## src/rtl/core/hde_pkg.sv

```systemverilog
// shared types and constants for the histogram density engine
// no dependencies; every other file refers to this package by scoped names
package hde_pkg;

	// item kinds
	localparam logic [1:0] KIND_ADD   = 2'd0;
	localparam logic [1:0] KIND_READ  = 2'd1;
	localparam logic [1:0] KIND_CLEAR = 2'd2;

	// result status codes
	localparam logic [1:0] STATUS_OK      = 2'd0;
	localparam logic [1:0] STATUS_OUTSIDE = 2'd1;
	localparam logic [1:0] STATUS_EMPTY   = 2'd2;

	// register indexes on the apb port (word addresses)
	localparam logic [1:0] REG_BIN_WIDTH     = 2'd0;
	localparam logic [1:0] REG_INV_BIN_WIDTH = 2'd1;
	localparam logic [1:0] REG_BIN_BASE      = 2'd2;

	localparam int ADDR_W = 4;

	// register reset values
	localparam logic [31:0]        RST_BIN_WIDTH     = 32'd1677722;
	localparam logic [31:0]        RST_INV_BIN_WIDTH = 32'd655360;
	localparam logic signed [31:0] RST_BIN_BASE      = -32'sd2048;

	// quotient bits of the density divider
	localparam int DIV_STEPS = 32;

	typedef struct packed {
		logic [1:0]         kind;
		logic signed [31:0] sample;
		logic [11:0]        read_slot;
	} item_t;

	typedef struct packed {
		logic [1:0]         status;
		logic signed [63:0] bin_centre;
		logic [31:0]        bin_count;
		logic [31:0]        density;
		logic [31:0]        total_count;
		logic [11:0]        lowest_slot;
		logic [11:0]        highest_slot;
	} result_t;

	typedef struct packed {
		logic [31:0]        bin_width;
		logic [31:0]        inv_bin_width;
		logic signed [31:0] bin_base;
	} cfg_t;

	// controller to datapath commands
	typedef struct packed {
		logic capture;
		logic mul;
		logic index;
		logic window;
		logic centre;
		logic update;
		logic den_lo;
		logic den_hi;
		logic div_init;
		logic div_step;
		logic clr_step;
		logic clr_totals;
		logic load_result;
	} cmd_t;

	// datapath to controller status
	typedef struct packed {
		logic clr_last;
	} stat_t;

endpackage

```

## src/rtl/core/hde_ctrl.sv

```systemverilog
// controller for the histogram density engine: sequences binning, update,
// density division and clearing passes; depends on hde_pkg
module hde_ctrl (
	input  logic           clk,
	input  logic           arst_n,
	input  logic           start,
	input  logic [1:0]     kind,
	input  hde_pkg::stat_t stat,
	output hde_pkg::cmd_t  cmd,
	output logic           busy,
	output logic           done
);

	localparam int CNT_W = $clog2(hde_pkg::DIV_STEPS);
	localparam logic [CNT_W-1:0] CNT_LAST = CNT_W'(hde_pkg::DIV_STEPS - 1);

	typedef enum logic [3:0] {
		ST_CLEAR,
		ST_IDLE,
		ST_MUL,
		ST_INDEX,
		ST_WINDOW,
		ST_CENTRE,
		ST_UPDATE,
		ST_DEN_LO,
		ST_DEN_HI,
		ST_DIV_INIT,
		ST_DIV,
		ST_RESULT
	} state_t;

	state_t           state_q;
	logic             busy_q;
	logic             done_q;
	logic [CNT_W-1:0] div_cnt_q;
	logic             clr_item_q;

	assign busy = busy_q;
	assign done = done_q;

	// state and registered outputs
	always_ff @(posedge clk or negedge arst_n) begin
		if (!arst_n) begin
			state_q    <= ST_CLEAR;
			busy_q     <= 1'b1;
			done_q     <= 1'b0;
			div_cnt_q  <= '0;
			clr_item_q <= 1'b0;
		end else begin
			done_q <= 1'b0;
			unique case (state_q)
				ST_IDLE: begin
					if (start) begin
						busy_q <= 1'b1;
						unique case (kind)
							hde_pkg::KIND_ADD,
							hde_pkg::KIND_READ: state_q <= ST_MUL;
							hde_pkg::KIND_CLEAR: begin
								state_q    <= ST_CLEAR;
								clr_item_q <= 1'b1;
							end
							default: state_q <= ST_RESULT;
						endcase
					end
				end
				ST_CLEAR: begin
					if (stat.clr_last) begin
						clr_item_q <= 1'b0;
						if (clr_item_q) begin
							state_q <= ST_RESULT;
						end else begin
							state_q <= ST_IDLE;
							busy_q  <= 1'b0;
						end
					end
				end
				ST_MUL:    state_q <= ST_INDEX;
				ST_INDEX:  state_q <= ST_WINDOW;
				ST_WINDOW: state_q <= ST_CENTRE;
				ST_CENTRE: state_q <= ST_UPDATE;
				ST_UPDATE: state_q <= ST_DEN_LO;
				ST_DEN_LO: state_q <= ST_DEN_HI;
				ST_DEN_HI: state_q <= ST_DIV_INIT;
				ST_DIV_INIT: begin
					div_cnt_q <= '0;
					state_q   <= ST_DIV;
				end
				ST_DIV: begin
					div_cnt_q <= div_cnt_q + 1'b1;
					if (div_cnt_q == CNT_LAST) begin
						state_q <= ST_RESULT;
					end
				end
				ST_RESULT: begin
					state_q <= ST_IDLE;
					busy_q  <= 1'b0;
					done_q  <= 1'b1;
				end
				default: state_q <= ST_IDLE;
			endcase
		end
	end

	// command decode
	always_comb begin
		cmd             = '0;
		cmd.capture     = (state_q == ST_IDLE) && start;
		cmd.mul         = (state_q == ST_MUL);
		cmd.index       = (state_q == ST_INDEX);
		cmd.window      = (state_q == ST_WINDOW);
		cmd.centre      = (state_q == ST_CENTRE);
		cmd.update      = (state_q == ST_UPDATE);
		cmd.den_lo      = (state_q == ST_DEN_LO);
		cmd.den_hi      = (state_q == ST_DEN_HI);
		cmd.div_init    = (state_q == ST_DIV_INIT);
		cmd.div_step    = (state_q == ST_DIV);
		cmd.clr_step    = (state_q == ST_CLEAR);
		cmd.clr_totals  = (state_q == ST_CLEAR) && stat.clr_last;
		cmd.load_result = (state_q == ST_RESULT);
	end

endmodule

```

## config.mk

```make
export PLATFORM = sky130hd
export DESIGN_NAME = hde_ctrl
export DESIGN_NICKNAME = d
export VERILOG_FILES = /design/src/rtl/core/hde_pkg.sv /design/src/rtl/core/hde_ctrl.sv
export SDC_FILE = /design/constraint.sdc
export NUM_CORES = 1
export LEC_CHECK = 0
export BUFFER_PORTS_ARGS = -buffer_cell sky130_fd_sc_hd__buf_4
export CAP_MARGIN = 30
export CELL_PAD_IN_SITES_DETAIL_PLACEMENT = 0
export CELL_PAD_IN_SITES_GLOBAL_PLACEMENT = 1
export CORE_MARGIN = 2
export CORE_UTILIZATION = 40
export DETAILED_ROUTE_END_ITERATION = 10
export PLACE_DENSITY = 0.91
export SYNTH_ARGS = -nofsm -noshare
export SYNTH_HDL_FRONTEND = slang
export SYNTH_SLANG_ARGS = --single-unit
```

## constraint.sdc

```tcl
create_clock -name clk -period 4.3 [get_ports clk]
set_clock_uncertainty 0.2 [all_clocks]
set_input_delay 0.215 -clock clk [delete_from_list [all_inputs] [get_ports clk]]
set_output_delay 0.215 -clock clk [all_outputs]
set_load 0.02 [all_outputs]
```

# ---- After elaboration in Yosys (flattened, before gate mapping)
# Index checks and enable logic that the tools add are counted.
dict set report word_totals {
  register_bits 12
  inputBits 6
  out_inout_bits 15
  wordCells 52
}
dict set report classes {
  addsub 1
  eq_ne 19
  muxes 16
  n_reduce_logical 11
}
# op count
set ops {}
lappend ops {{4-bit one-hot mux with 11 select lines} 1}
lappend ops {{4-bit by 3-bit == test with 1-bit output, second input constant} 4}
lappend ops {{4-bit == test, second input constant} 4}
lappend ops {{4-bit 2-to-1 mux} 4}
lappend ops {{5-bit one-hot mux with 2 select lines} 1}
lappend ops {{4-bit by 2-bit == test with 1-bit output, second input constant} 2}
lappend ops {{4-bit one-hot mux with 2 select lines} 1}
lappend ops {{4-bit AND reduction} 2}
lappend ops {{1-bit 2-to-1 mux} 7}
lappend ops {{2-bit inequality test, second input constant} 3}
lappend ops {{5-bit by 1-bit adder with 5-bit output, second input constant} 1}
lappend ops {{5-bit == test, second input constant} 1}
lappend ops {{4-bit by 1-bit == test with 1-bit output, second input constant} 1}
lappend ops {{4-bit zero test} 1}
lappend ops {{2-bit by 1-bit inequality test with 1-bit output, second input constant} 2}
lappend ops {{2-bit nonzero test} 2}
lappend ops {{1-bit one-hot mux with 3 select lines} 1}
lappend ops {{3-bit AND reduction} 1}
lappend ops {{3-bit nonzero test} 1}
lappend ops {{2-bit by 1-bit == test with 1-bit output, second input constant} 1}
lappend ops {{2-bit == test, second input constant} 1}
lappend ops {{1-bit logical AND} 2}
lappend ops {{2-bit zero test} 1}
lappend ops {{1-bit one-hot mux with 2 select lines} 1}
lappend ops {{2-bit OR reduction} 1}

# ---- Depth between registers and ports, before layout
dict set report logic_depth {
  ltp_word 5
  ltp_mapped 7
  mapped_depth_nobuf 7
}

# ---- Least setup slack after synthesis
# Ideal clock, no wire load.
dict set report synth_timing {
  kind {reg2out}
  startpoint {register state_q[2]}
  endpoint {output port cmd[5] in the netlist's numbering}
  t_arrival_ns 1.295
  required_time_ns 3.885
  setup_slack_ns 2.590
  stages_incl_launch_ff 5
  path_buffers 2
  cell_sequence {dfrtp_1 buf_2 buf_2 nand2b_1 nor3_1}
}
# element line_no
set synth_lines {}
lappend synth_lines {{start, declared} hde_ctrl.sv:32} ;# state_t state_q;
lappend synth_lines {{start signal, assigned} hde_ctrl.sv:44} ;# state_q <= ST_CLEAR;
lappend synth_lines {{start signal, assigned} hde_ctrl.sv:57} ;# hde_pkg::KIND_READ: state_q <= ST_MUL;
lappend synth_lines {{start signal, assigned} hde_ctrl.sv:59} ;# state_q <= ST_CLEAR;
lappend synth_lines {{end, declared} hde_ctrl.sv:9} ;# output hde_pkg::cmd_t cmd,

==> results.md <==
- Status: finished clean
- Power per Cell Area: 687 nW/um^2
- Die area: 2360 um^2
- Post-Route WL: 1700 um
- Final setup vio count: 0
- DR WL/cell: 12.7 um
- TritonCTS clock tree: yes
- Worst path slowest cell: dfrtp_1
- Post-cts resize count: 0
- CTS Buf Count: 3
- Std cell rows: 16
- Max H-tree Level: 1
- Post-synth EDFFs: 0
- Lkg Pwr: 0.460 nW
- Min Hold Slack: around 45 ps
- Die H: slightly below 50 um
- Slew Viols, Final: 0
- Combinational Power Share: 49.7%
- Post-route minimum period: 2120 ps
- HPWL Detailed: ~1300 um
- Syn_nets: 96
- Worst slew margin: 55.5%
- Net Sw Power: 0.000316 W
- Synth cell types: 38
- Area leader, netlist: dfrtp_1
- Sequential cell fraction of total power: 37.3%
- Area delta synth->final: 24.1%
- Worst-path fanout max: 16
- Hold crit path type: in -> reg
- Arr. time, crit path: 1710 ps
- Switching Share: 46.6%
- Area contributors post-synth: dfrtp_1 35%, nor2_1 5.2%, o21ai_1 5.0%
- Setup TNS: 0 ps
- Synth Warn #: 0
- Avg Synthesized Cell Area: 9.04 um^2
- Max IR drop VDD: 0.384 mV
- Critical path type: reg -> out
- Sequential area share after synthesis: 37.9%
- Share of layout cells above drive strength 1: about a third
- Hold Vio Cnt, Final: 0
- Syn Inst Count: 88
- F_max: 471 MHz
- Via-per-instance ratio: 5.52
- Main combinational cell family by area after synthesis: simple AND/OR/NAND/NOR gates
- Critical Path, Cell by Cell: nand2b_1 -> nor4b_2 -> buf_4
- Pin count of the biggest net entering global routing: 20
- Drc violations: 0
- Clock share of power: 13.1%
- NumNets Final: 116
- WP data required: 3880 ps
- Grt ovf: 0
- Ant diodes: 0
- Internal power: 0.000362 W
- DR pass1 iterations: 4
- Placer Congestion: 0.728
- Post-synthesis mux area share: 1.26%
- Starting Density: 41.4%
- Most used DFF post-synth: dfrtp_1
- Simple-gate share of the synthesized area: 31.1%
- Startpoint types: flop
- CP max stage delay: 690 ps
- I/O Buffers: 20
- Fill cell count: between 200 and 250
- Worst-Margin Slew: ~670 ps
- Root Driver: clkbuf_4
- Max Cap Viol: 0
- CTS clk-pin slew, worst paths: approximately 80 ps
- Clk sinks: 12
- RSZ-0062 raised after global routing: false
- Routed Antenna Nets: 0
- Synth Register Bits: 12
- Vias in the first global route: 692
- Overall power: 0.000678 W
- Post-synthesis compound-gate area fraction: between 10% and 20%
- Die W: around 49 um
- Netlist Area Pre-Place: 796 um^2
- GRT Total Usage: 16.5%
- Synth top area share: 34.6%
- Post-synthesis xor/xnor area fraction: 1.10%
- Critical path endpoint category: output pin
- Clk_lat worst skew: around 270 ps
- Adder-cell share of the synthesized area: under 10%
- Period utilisation layout: 49.4%
- Core area: a little under 2000 um^2
- Initial antenna violation count: 0
- # IOs: 21
- 1st-iter DRT viols: 18
- Vias: 740
- First-pass GRT wire length: 3110 um
- CTS Buffer Depth: 2
- Post-synth ARST share: 100%
## power by group through the flow
stage	combinational, W	sequential, W	clock, W
5_1_grt	0.000376	0.000264	0.0000976
3_3_place_gp	0.000333	0.000250	0
2_1_floorplan	0.000317	0.000188	0
4_1_cts	0.000340	0.000250	0.0000911
6_report	0.000337	0.000253	0.0000886
3_5_place_dp	0.000338	0.000251	0
## stage by stage
step	setup WS [ps]	area, um^2	std cells	utilization, %
after floorplan	2590	796	88	-
after global placement	2450	941	129	49.0
after detailed placement	2400	941	129	49.0
after CTS	2180	987	134	51.4
after global routing	2020	987	134	51.4
final	2180	987	134	51.4
## layer usage
layer	vias up	track usage, %	routed length [um]
met4	0	2.86	0
met1	357	22.2	752
li1	355	-	-
met3	0	4.63	113
met2	28	26.7	834
met5	-	0	0
## critical path: cells and delay by family, from the launching register on
family	cells	cell delay [ps]
flops	1	690
simple gates	2	540
buf+inv	1	200
## layout by cell type (no fill, tap or decap), types with 2 or more instances in the layout
master,synthesis,final
a21oi_1,4,4
dfrtp_1,11,11
buf_4,1,20
clkbuf_4,0,3
nand2b_1,5,5
nor3_1,4,4
ha_1,2,2
a22o_1,2,2
a221oi_2,2,2
nand3b_1,2,2
nor2_1,11,11
nand2_1,7,7
o21ai_1,8,8
## timing repair
item                       4_1_cts  5_1_grt
hold endpoints to repair        12        0
buffers inserted                 0        0
setup endpoints to repair        0        0
hold buffers                     1        0
## sequential cells by signal, summed over array words and instances (netlist names)
signal,count
clr_item_q,1
busy,1
state_q,4
done,1
div_cnt_q,5
## path summary, 6_finish.rpt
check	start	endpoint	slack, ps	depth (start not counted)
worst min-delay path	stat	clr_item_q	40	3
max in group asynchronous	arst_n	busy	3560	2
worst max-delay path	state_q[0]	cmd[12]	2180	3
worst min register to register	div_cnt_q[3]	div_cnt_q[3]	280	1
worst max register to register	div_cnt_q[0]	state_q[0]	2380	7
min in group asynchronous	arst_n	div_cnt_q[2]	110	2
## logic make-up after synthesis
logic type	count (synthesis)
AOI/OAI and AO/OA	23
DFF	12
adders and majority gates	2
buffers and inverters	8
and+or+nand+nor	41
muxes	1
xor gates and xnor gates	1
## layout make-up
cell class	count	area (um^2)	share of cell area (%)
tap	27	33.8	3.42
multi-input combinational	68	448	45.4
timing repair buffer	21	160	16.2
sequential	12	302	30.5
clock buffer	4	36.3	3.68
inverter	2	7.51	0.760
## Yosys cell counts (2+ instances only)
master and number:
nand3b_1 2, dfrtp_1 11, nor2_1 11, nand2_1 7, a221oi_2 2, nand2b_1 5, nor3_1 4, a22o_1 2
ha_1 2, o21ai_1 8, buf_2 4, a21oi_1 4
Note: power is estimated with default switching activity, not from simulation.
