`config.mk`:
```
export PLATFORM = sky130hd
export DESIGN_NAME = hde_regs
export DESIGN_NICKNAME = d
export VERILOG_FILES = /design/src/rtl/core/hde_pkg.sv /design/src/rtl/core/hde_regs.sv
export SDC_FILE = /design/constraint.sdc
export NUM_CORES = 1
export LEC_CHECK = 0
export BUFFER_PORTS_ARGS = -buffer_cell sky130_fd_sc_hd__buf_4
export CAP_MARGIN = 20
export CORE_ASPECT_RATIO = 0.9
export CORE_MARGIN = 3
export CORE_UTILIZATION = 45
export DETAILED_ROUTE_END_ITERATION = 16
export PLACE_DENSITY_LB_ADDON = 0.05
export SLEW_MARGIN = 5
export SYNTH_ARGS = -nofsm -noshare
export SYNTH_HDL_FRONTEND = slang
export SYNTH_SLANG_ARGS = --single-unit
```
`constraint.sdc`:
```
create_clock -name clk -period 1.4 [get_ports clk]
set_input_delay 0.21 -clock clk [delete_from_list [all_inputs] [get_ports clk]]
set_output_delay 0.21 -clock clk [all_outputs]
set_load 0.1 [all_outputs]
```
`src/rtl/core/hde_pkg.sv`:
```
// shared types and constants for the histogram density engine
// no dependencies; every other file refers to this package by scoped names
package hde_pkg;

	// item kinds
	localparam logic [1:0] KIND_ADD   = 2'd0;
	localparam logic [1:0] KIND_READ  = 2'd1;
	localparam logic [1:0] KIND_CLEAR = 2'd2;

	// result status codes
	localparam logic [1:0] STATUS_OK      = 2'd0;
	localparam logic [1:0] STATUS_OUTSIDE = 2'd1;
	localparam logic [1:0] STATUS_EMPTY   = 2'd2;

	// register indexes on the apb port (word addresses)
	localparam logic [1:0] REG_BIN_WIDTH     = 2'd0;
	localparam logic [1:0] REG_INV_BIN_WIDTH = 2'd1;
	localparam logic [1:0] REG_BIN_BASE      = 2'd2;

	localparam int ADDR_W = 4;

	// register reset values
	localparam logic [31:0]        RST_BIN_WIDTH     = 32'd1677722;
	localparam logic [31:0]        RST_INV_BIN_WIDTH = 32'd655360;
	localparam logic signed [31:0] RST_BIN_BASE      = -32'sd2048;

	// quotient bits of the density divider
	localparam int DIV_STEPS = 32;

	typedef struct packed {
		logic [1:0]         kind;
		logic signed [31:0] sample;
		logic [11:0]        read_slot;
	} item_t;

	typedef struct packed {
		logic [1:0]         status;
		logic signed [63:0] bin_centre;
		logic [31:0]        bin_count;
		logic [31:0]        density;
		logic [31:0]        total_count;
		logic [11:0]        lowest_slot;
		logic [11:0]        highest_slot;
	} result_t;

	typedef struct packed {
		logic [31:0]        bin_width;
		logic [31:0]        inv_bin_width;
		logic signed [31:0] bin_base;
	} cfg_t;

	// controller to datapath commands
	typedef struct packed {
		logic capture;
		logic mul;
		logic index;
		logic window;
		logic centre;
		logic update;
		logic den_lo;
		logic den_hi;
		logic div_init;
		logic div_step;
		logic clr_step;
		logic clr_totals;
		logic load_result;
	} cmd_t;

	// datapath to controller status
	typedef struct packed {
		logic clr_last;
	} stat_t;

endpackage

```
`src/rtl/core/hde_regs.sv`:
```
// apb configuration registers: bin width, reciprocal bin width, bin base
// depends on hde_pkg
module hde_regs (
	input  logic                      clk,
	input  logic                      arst_n,
	input  logic                      psel,
	input  logic                      penable,
	input  logic                      pwrite,
	input  logic [hde_pkg::ADDR_W-1:0] paddr,
	input  logic [31:0]               pwdata,
	output logic [31:0]               prdata,
	output hde_pkg::cfg_t             cfg
);

	logic        wr_en;
	logic [1:0]  reg_idx;
	hde_pkg::cfg_t cfg_q;

	assign wr_en   = psel & penable & pwrite;
	assign reg_idx = paddr[3:2];
	assign cfg     = cfg_q;

	// register writes on the access phase
	always_ff @(posedge clk or negedge arst_n) begin
		if (!arst_n) begin
			cfg_q.bin_width     <= hde_pkg::RST_BIN_WIDTH;
			cfg_q.inv_bin_width <= hde_pkg::RST_INV_BIN_WIDTH;
			cfg_q.bin_base      <= hde_pkg::RST_BIN_BASE;
		end else if (wr_en) begin
			unique case (reg_idx)
				hde_pkg::REG_BIN_WIDTH:     cfg_q.bin_width     <= pwdata;
				hde_pkg::REG_INV_BIN_WIDTH: cfg_q.inv_bin_width <= pwdata;
				hde_pkg::REG_BIN_BASE:      cfg_q.bin_base      <= pwdata;
				default: ;
			endcase
		end
	end

	// read mux
	always_comb begin
		unique case (reg_idx)
			hde_pkg::REG_BIN_WIDTH:     prdata = cfg_q.bin_width;
			hde_pkg::REG_INV_BIN_WIDTH: prdata = cfg_q.inv_bin_width;
			hde_pkg::REG_BIN_BASE:      prdata = cfg_q.bin_base;
			default:                    prdata = '0;
		endcase
	end

endmodule

```
==> flow_metrics.py, run 1 <==
metrics = {
    "run_status": {
        "outcome": "did not finish",
        "stop_stage": "5_1_grt",
        "error": "[ERROR DPL-0033] detailed placement checks failed during check placement.",
    },
    "synthesis": {
        "synth.net_count": 355,
        "syn_area_per_cell_um2": 14.0,
        "synth_edf_count": 0,
        "synth_seq_cells": 96,
        "synthArstFlopShare": 1.00,
        "syn_inst": 314,
        "synth-main-ff-cell": "dfrtp_1",
        "synth-seq-area-share": 0.555,
        "ys_warn_count": 0,
        "synth_area_mm2": 0.00440,
        "yosysUniqueCellTypes": 17,
    },
    "die": {
        "initial_core_util": 0.472,
        "rows": 33,
        "pin_count": 169,
        "dieHeight_um": 99.9,
        "die_x_um": 110,
    },
    "clocking": {
        "numCtsBuffers": 9,
        "cts_sinks": 96,
        "cts_max_path_buffers": 2,
        "htree_levels": 3,
        "cts.root.buffer_cell": "clkbuf_8",
    },
    "grt": {
        "antenna_found_initial": 0,
        "grt_max_degree": 97,
    },
    "placement": {
        "post_dp_cell_area_mm2": 0.00678,
        "numPortBuffers": 166,
        "gp_congestion": 0.730,
        "dp_hpwl_um": 8240,
    },
    "timing": {
        "worstEndpointGrtRepair": "prdata[11]",
        "endpoint_type": "output port",
    },
}
-- what timing repair did --
item / in CTS
gates resized for setup: 234
setup endpoints to repair: 66
hold endpoints to repair: 62
hold buffers: 1
buffers inserted: 49
pin swaps: 9
-- synth_stat cells (2+ instances only) --
cell | count | area [um^2]
clkbuf_1 | 7 | 26.3
mux2_2 | 64 | 721
dfstp_2 | 34 | 893
buf_6 | 3 | 33.8
mux2i_1 | 32 | 320
mux2_4 | 30 | 450
mux2_1 | 2 | 22.5
buf_2 | 10 | 50.1
o21ai_0 | 32 | 160
dfrtp_1 | 62 | 1550
nand2_1 | 32 | 120
-- kinds of logic after synthesis --
family,count (synthesis),synth area share
multiplexers,128,0.344
flip-flops,96,0.555
AND/OR/NAND/NOR,37,0.0381
AO/OA/AOI/OAI,32,0.0364
buffers and inverters,21,0.0267
-- through the flow --
| stage | TNS, ps | worst slack (ps) | utilization | std cells |
|---|---|---|---|---|
| detailed placement | -18300 | -298 | 0.727 | 599 |
| CTS | -6790 | -253 | 0.897 | 665 |
| floorplan | -6930 | -306 | - | 314 |
| global placement | -16580 | -261 | 0.727 | 599 |
==> inputs of run 2 (changes only) <==
--- a/config.mk
+++ b/config.mk
@@ -7,11 +7,10 @@
 export LEC_CHECK = 0
 export BUFFER_PORTS_ARGS = -buffer_cell sky130_fd_sc_hd__buf_4
 export CAP_MARGIN = 20
-export CORE_ASPECT_RATIO = 0.9
 export CORE_MARGIN = 3
-export CORE_UTILIZATION = 45
+export CORE_UTILIZATION = 30
 export DETAILED_ROUTE_END_ITERATION = 16
-export PLACE_DENSITY_LB_ADDON = 0.05
+export PLACE_DENSITY_LB_ADDON = 0.15
 export SLEW_MARGIN = 5
 export SYNTH_ARGS = -nofsm -noshare
 export SYNTH_HDL_FRONTEND = slang
==> flow_metrics.py, run 2 <==
metrics = {
    "min_path": {
        "hp-class": "primary input to flip-flop",
    },
    "finish": {
        "largest_register_ffs": 96,
        "layout_common_cells": "buf_4 (121), mux2_2 (64), buf_6 (49)",
        "layout_commonest_cell": "buf_4",
        "drive_gt1_frac": 0.921,
        "antenna_cells": 0,
        "finalNetCount": 570,
        "area_growth_pct": 90.3,
        "fin_area_mm2": 0.00838,
        "fillers": 1097,
        "utilization": 0.595,
    },
    "power_and_ir_drop": {
        "p_total_mw": 18.9,
        "vdd_drop_max_v": 0.00125,
        "power_density_mw_per_mm2": 2250,
        "p_leak_nw": 3.52,
    },
    "routing": {
        "firstDrtPassIters": 4,
        "routed-via-count": 3368,
        "route.met3.wl_um": 859,
        "wl_met1_um": 5800,
        "routed_via_density": 4.72,
        "wl_met2_um": 6340,
        "drc": 0,
        "wl_per_cell_um": 18.7,
        "drt_iter0_drc": 106,
        "drtAntennaViolNets": 0,
        "routed.top_layer": "met4",
        "routed_wl_um": 13300,
    },
    "synthesis": {
        "synth_seq_cells": 96,
        "synth_common_cells": "mux2_2 (64), dfrtp_1 (62), dfstp_2 (34)",
        "yosysUniqueCellTypes": 17,
        "netlist.area_leader.share": 0.352,
        "synth_edf_count": 0,
        "synthArstFlopShare": 1.00,
        "syn_area_per_cell_um2": 14.0,
        "synth-seq-area-share": 0.555,
        "ys_warn_count": 0,
        "ys_top_cells_by_area": "dfrtp_1 (35%), dfstp_2 (20%), mux2_2 (16%)",
        "syn_inst": 314,
        "synth.net_count": 355,
        "synth-main-ff-cell": "dfrtp_1",
        "synth_top_area_cell": "dfrtp_1",
        "synth_most_common_cell": "mux2_2",
        "synth_area_mm2": 0.00440,
    },
    "timing": {
        "hold_viol_final": 0,
        "slew_violations": 0,
        "relSlewSlack": 0.607,
        "worst_pin_slew_ps": 589,
        "rsz0062_at_grt": "true",
        "setup_viol": 42,
        "worst_slack_ps": -236,
        "finalClockSkew_ps": 0,
        "fin_crit_ps": 1640,
        "fmax_mhz": 611,
        "period_share": 1.17,
    },
    "grt": {
        "grt-ovfl-total": 0,
        "grt_pass1_wl_um": 21000,
        "grt_util_all_layers": 0.168,
        "grt_pass1_vias": 3663,
        "grt_max_degree": 39,
        "antenna_found_initial": 0,
    },
    "critical_path": {
        "reg2reg_slack_ps": 360,
        "cp_data_required_time_ps": 1190,
        "setup.worst_path.start": "cfg[83]",
        "cp.arrival_ps": 1430,
        "cp-start-kind": "flip-flop",
        "rr_endpoint": "cfg[49]",
        "worst-r2r-cell-count": 3,
        "cp-end-kind": "output pin",
        "crit_end": "prdata[19]",
        "cp_max_fo": 3,
        "crit_type": "flip-flop to output pin",
        "reg2reg_from": "cfg[49]",
    },
    "clocking": {
        "cts_max_path_buffers": 2,
        "clk_pin_slew_ps": 70,
        "clock_latency_ps": 340,
        "cts.root.buffer_cell": "clkbuf_16",
        "cts_sinks": 96,
        "numCtsBuffers": 9,
        "cts_tree": "done",
        "htree_levels": 3,
    },
    "die": {
        "rows": 43,
        "die_area_mm2": 0.0162,
        "dieHeight_um": 127,
        "core-area_mm2": 0.0141,
        "die_x_um": 127,
        "pin_count": 169,
        "initial_core_util": 0.312,
    },
    "placement": {
        "dp_slack_ps": -198,
        "numPortBuffers": 166,
        "post_dp_cell_area_mm2": 0.00691,
        "gp_congestion": 0.740,
        "dp_hpwl_um": 9300,
    },
    "flow_run": {
        "maxCapViolCount": 0,
    },
    "run_status": {
        "outcome": "complete, but fails checks",
        "violations": "setup timing",
    },
}
-- run 2: worst min-delay path by stage --
stage,startpoint,endpoint,depth (start not counted)
final,pwdata[31],cfg[95],2
after detailed placement,arst_n,cfg[35],1
after CTS,pwdata[31],cfg[95],2
after global placement,arst_n,cfg[35],1
after global routing,pwdata[31],cfg[95],2
after floorplan,arst_n,cfg[0],0
-- run 2: area by class of cell --
class	instances	area [um^2]	share of cell area
sequential	96	2660	0.317
clock inverter	6	155	0.0185
timing repair buffer	225	2520	0.300
tap	180	225	0.0269
multi-input combinational	197	2600	0.310
clock buffer	10	229	0.0273
-- run 2: logic make-up after synthesis --
kind of cell           synth area share
flip-flops                        0.555
buffers and inverters            0.0267
AND/OR/NAND/NOR                  0.0381
AO/OA/AOI/OAI                    0.0364
multiplexers                      0.344
-- run 2: metal layers --
| metal | vias up | global-route usage |
|---|---|---|
| met5 | - | 0 |
| met4 | 0 | 0.0656 |
| met3 | 21 | 0.0439 |
| met2 | 111 | 0.262 |
| met1 | 1689 | 0.224 |
| li1 | 1547 | - |
-- run 2: stage by stage --
stage | hold WS (ps) | setup TNS, ps | cells
after global placement | 129 | -16400 | 662
after global routing | 95.4 | -6940 | 714
after detailed placement | 128 | -17160 | 662
after CTS | 85.5 | -5820 | 709
after floorplan | -85.6 | -6930 | 314
final | 102 | -5100 | 714
-- run 2: worst max-delay path: stages, from the launching register on --
cell	delay [ps]
dfstp_4	650
mux2i_4	70
o21ai_4	160
buf_12	190
-- run 2: power by group --
group | total [mW] | internal (mW) | leakage, nW | switching, mW
Clock | 3.13 | 2.10 | 0.187 | 1.03
Combinational | 11.1 | 3.51 | 2.27 | 7.62
Sequential | 4.63 | 3.85 | 1.06 | 0.773
-- run 2: repair_timing --
item                                    CTS  global route
pin swaps                                21             0
endpoints found under the setup margin   64            56
gates cloned                              0             0
endpoints found under the hold margin    13             0
hold buffers                              1             0
buffers inserted                         30             6
resized for setup                       166            29
No activity file was read; power rests on OpenSTA's default activity.
==> inputs of run 3 (changes only) <==
--- a/config.mk
+++ b/config.mk
@@ -15,3 +15,4 @@
 export SYNTH_ARGS = -nofsm -noshare
 export SYNTH_HDL_FRONTEND = slang
 export SYNTH_SLANG_ARGS = --single-unit
+export TNS_END_PERCENT = 5
==> constraint.sdc (replaced) <==
create_clock -name clk -period 1.4 [get_ports clk]
set_input_delay 0.21 -clock clk [delete_from_list [all_inputs] [get_ports clk]]
set_output_delay 0.21 -clock clk [all_outputs]
set_load 0.01 [all_outputs]
==> flow_metrics.py, run 3 (synthesis results as in run 2) <==
metrics = {
    "timing": {
        "finalClockSkew_ps": 0,
        "fmax_mhz": 702,
        "worst_slack_ps": -25.1,
        "relSlewSlack": 0.740,
        "slew_violations": 0,
        "period_share": 1.02,
        "worst_pin_slew_ps": 389,
        "hold_viol_final": 0,
        "fin_crit_ps": 1430,
        "hold_ws_ps": 107,
        "rsz0062_at_grt": "true",
        "setup_viol": 8,
    },
    "routing": {
        "wl_per_cell_um": 17.5,
        "drc": 0,
        "routed_wl_um": 12100,
        "routed_via_density": 4.66,
        "routed-via-count": 3209,
        "drt_iter0_drc": 95,
        "firstDrtPassIters": 4,
        "drtAntennaViolNets": 0,
    },
    "placement": {
        "numPortBuffers": 166,
        "gp_congestion": 0.779,
        "post_dp_cell_area_mm2": 0.00606,
        "dp_hpwl_um": 8750,
    },
    "finish": {
        "utilization": 0.461,
        "fin_area_mm2": 0.00650,
        "largest_register_ffs": 96,
        "antenna_cells": 0,
        "layout_common_cells": "buf_4 (182), mux2_2 (64), dfrtp_1 (62)",
        "drive_gt1_frac": 0.686,
        "finalNetCount": 545,
        "layout_commonest_cell": "buf_4",
        "area_growth_pct": 47.7,
    },
    "grt": {
        "grt.met1_usage": 0.191,
        "grt_util_all_layers": 0.152,
        "globalRouteMet2Util": 0.252,
        "grt-ovfl-total": 0,
        "grt_pass1_vias": 3407,
        "grt_max_degree": 38,
        "antenna_found_initial": 0,
        "grt_use_met3": 0.0527,
        "grt_pass1_wl_um": 19200,
        "grt_most_used_layer": "met2",
    },
    "die": {
        "initial_core_util": 0.312,
        "rows": 43,
        "pin_count": 169,
        "die_x_um": 127,
        "dieHeight_um": 127,
        "core-area_mm2": 0.0141,
        "die_area_mm2": 0.0162,
    },
    "flow_run": {
        "maxCapViolCount": 0,
    },
    "run_status": {
        "outcome": "complete, but fails checks",
        "violations": "setup timing",
    },
    "critical_path": {
        "reg2reg_slack_ps": 560,
        "rr_endpoint": "cfg[65]",
        "worst-r2r-cell-count": 2,
        "cp_data_required_time_ps": 1190,
        "crit_end": "prdata[8]",
        "cp.arrival_ps": 1220,
        "setup.worst_path.start": "cfg[72]",
        "crit_type": "flip-flop to output pin",
        "cp_max_fo": 3,
        "cp-end-kind": "output pin",
        "cp-start-kind": "flip-flop",
        "reg2reg_from": "cfg[65]",
    },
    "clocking": {
        "cts_max_path_buffers": 2,
        "clk_pin_slew_ps": 60,
        "cts_sinks": 96,
        "numCtsBuffers": 9,
        "cts.root.buffer_cell": "clkbuf_16",
        "htree_levels": 3,
        "clock_latency_ps": 340,
        "cts_tree": "done",
    },
    "power_and_ir_drop": {
        "p_leak_nw": 3.15,
        "power_density_mw_per_mm2": 1510,
        "vdd_drop_max_v": 0.000617,
    },
    "min_path": {
        "hp-class": "primary input to flip-flop",
    },
}
## run 3: worst max-delay path, cell delays in order (launching register included)
cell and delay (ps):
dfstp_2 540, mux2i_1 60, o21ai_1 120, buf_4 150
## run 3: timing repair
item	in CTS	in global routing
setup buffers	10	0
hold buffers	1	0
setup endpoints to repair	32	32
pin swaps	0	0
endpoints found under the hold margin	13	0
gates resized for setup	22	4
## run 3: area by class of cell
cell class	count	area, um^2
Fill cell	1297	7590
Sequential cell	96	2440
Multi-Input combinational cell	197	1870
Timing Repair Buffer	200	1660
Clock buffer	13	260
Tap cell	180	225
Clock inverter	3	40.0
## run 3: how the worst min path moves through the flow
stage | startpoint | end | slack (ps) | depth (start not counted)
6_report | pwdata[28] | cfg[92] | 110 | 2
3_5_place_dp | arst_n | cfg[7] | 110 | 1
2_1_floorplan | arst_n | cfg[0] | -90 | 0
3_3_place_gp | arst_n | cfg[7] | 110 | 1
5_1_grt | pwdata[13] | cfg[45] | 90 | 2
4_1_cts | pwdata[30] | cfg[62] | 90 | 2
## run 3: metal layers
| layer | wire, um | up-vias |
|---|---|---|
| met2 | 5840 | 100 |
| met5 | 0 | - |
| met1 | 5280 | 1596 |
| met3 | 802 | 12 |
| li1 | - | 1501 |
| met4 | 125 | 0 |
## run 3: where the power goes
group          internal (mW)  leakage, nW  switching [mW]
Clock                   1.48        0.150            1.02
Sequential              3.60         1.12           0.543
Combinational           1.93         1.89            1.27
## run 3: stage by stage
stage               setup TNS [ps]  setup slack, ps  total power, mW  cells
global placement             -8210             -133             7.26    662
detailed placement           -9490             -151             7.32    662
finish                        -105            -25.1             9.83    689
floorplan                        0            0.779             5.48    314
global route                 -1620             -133             10.4    689
CTS                           -449            -44.2             10.0    689
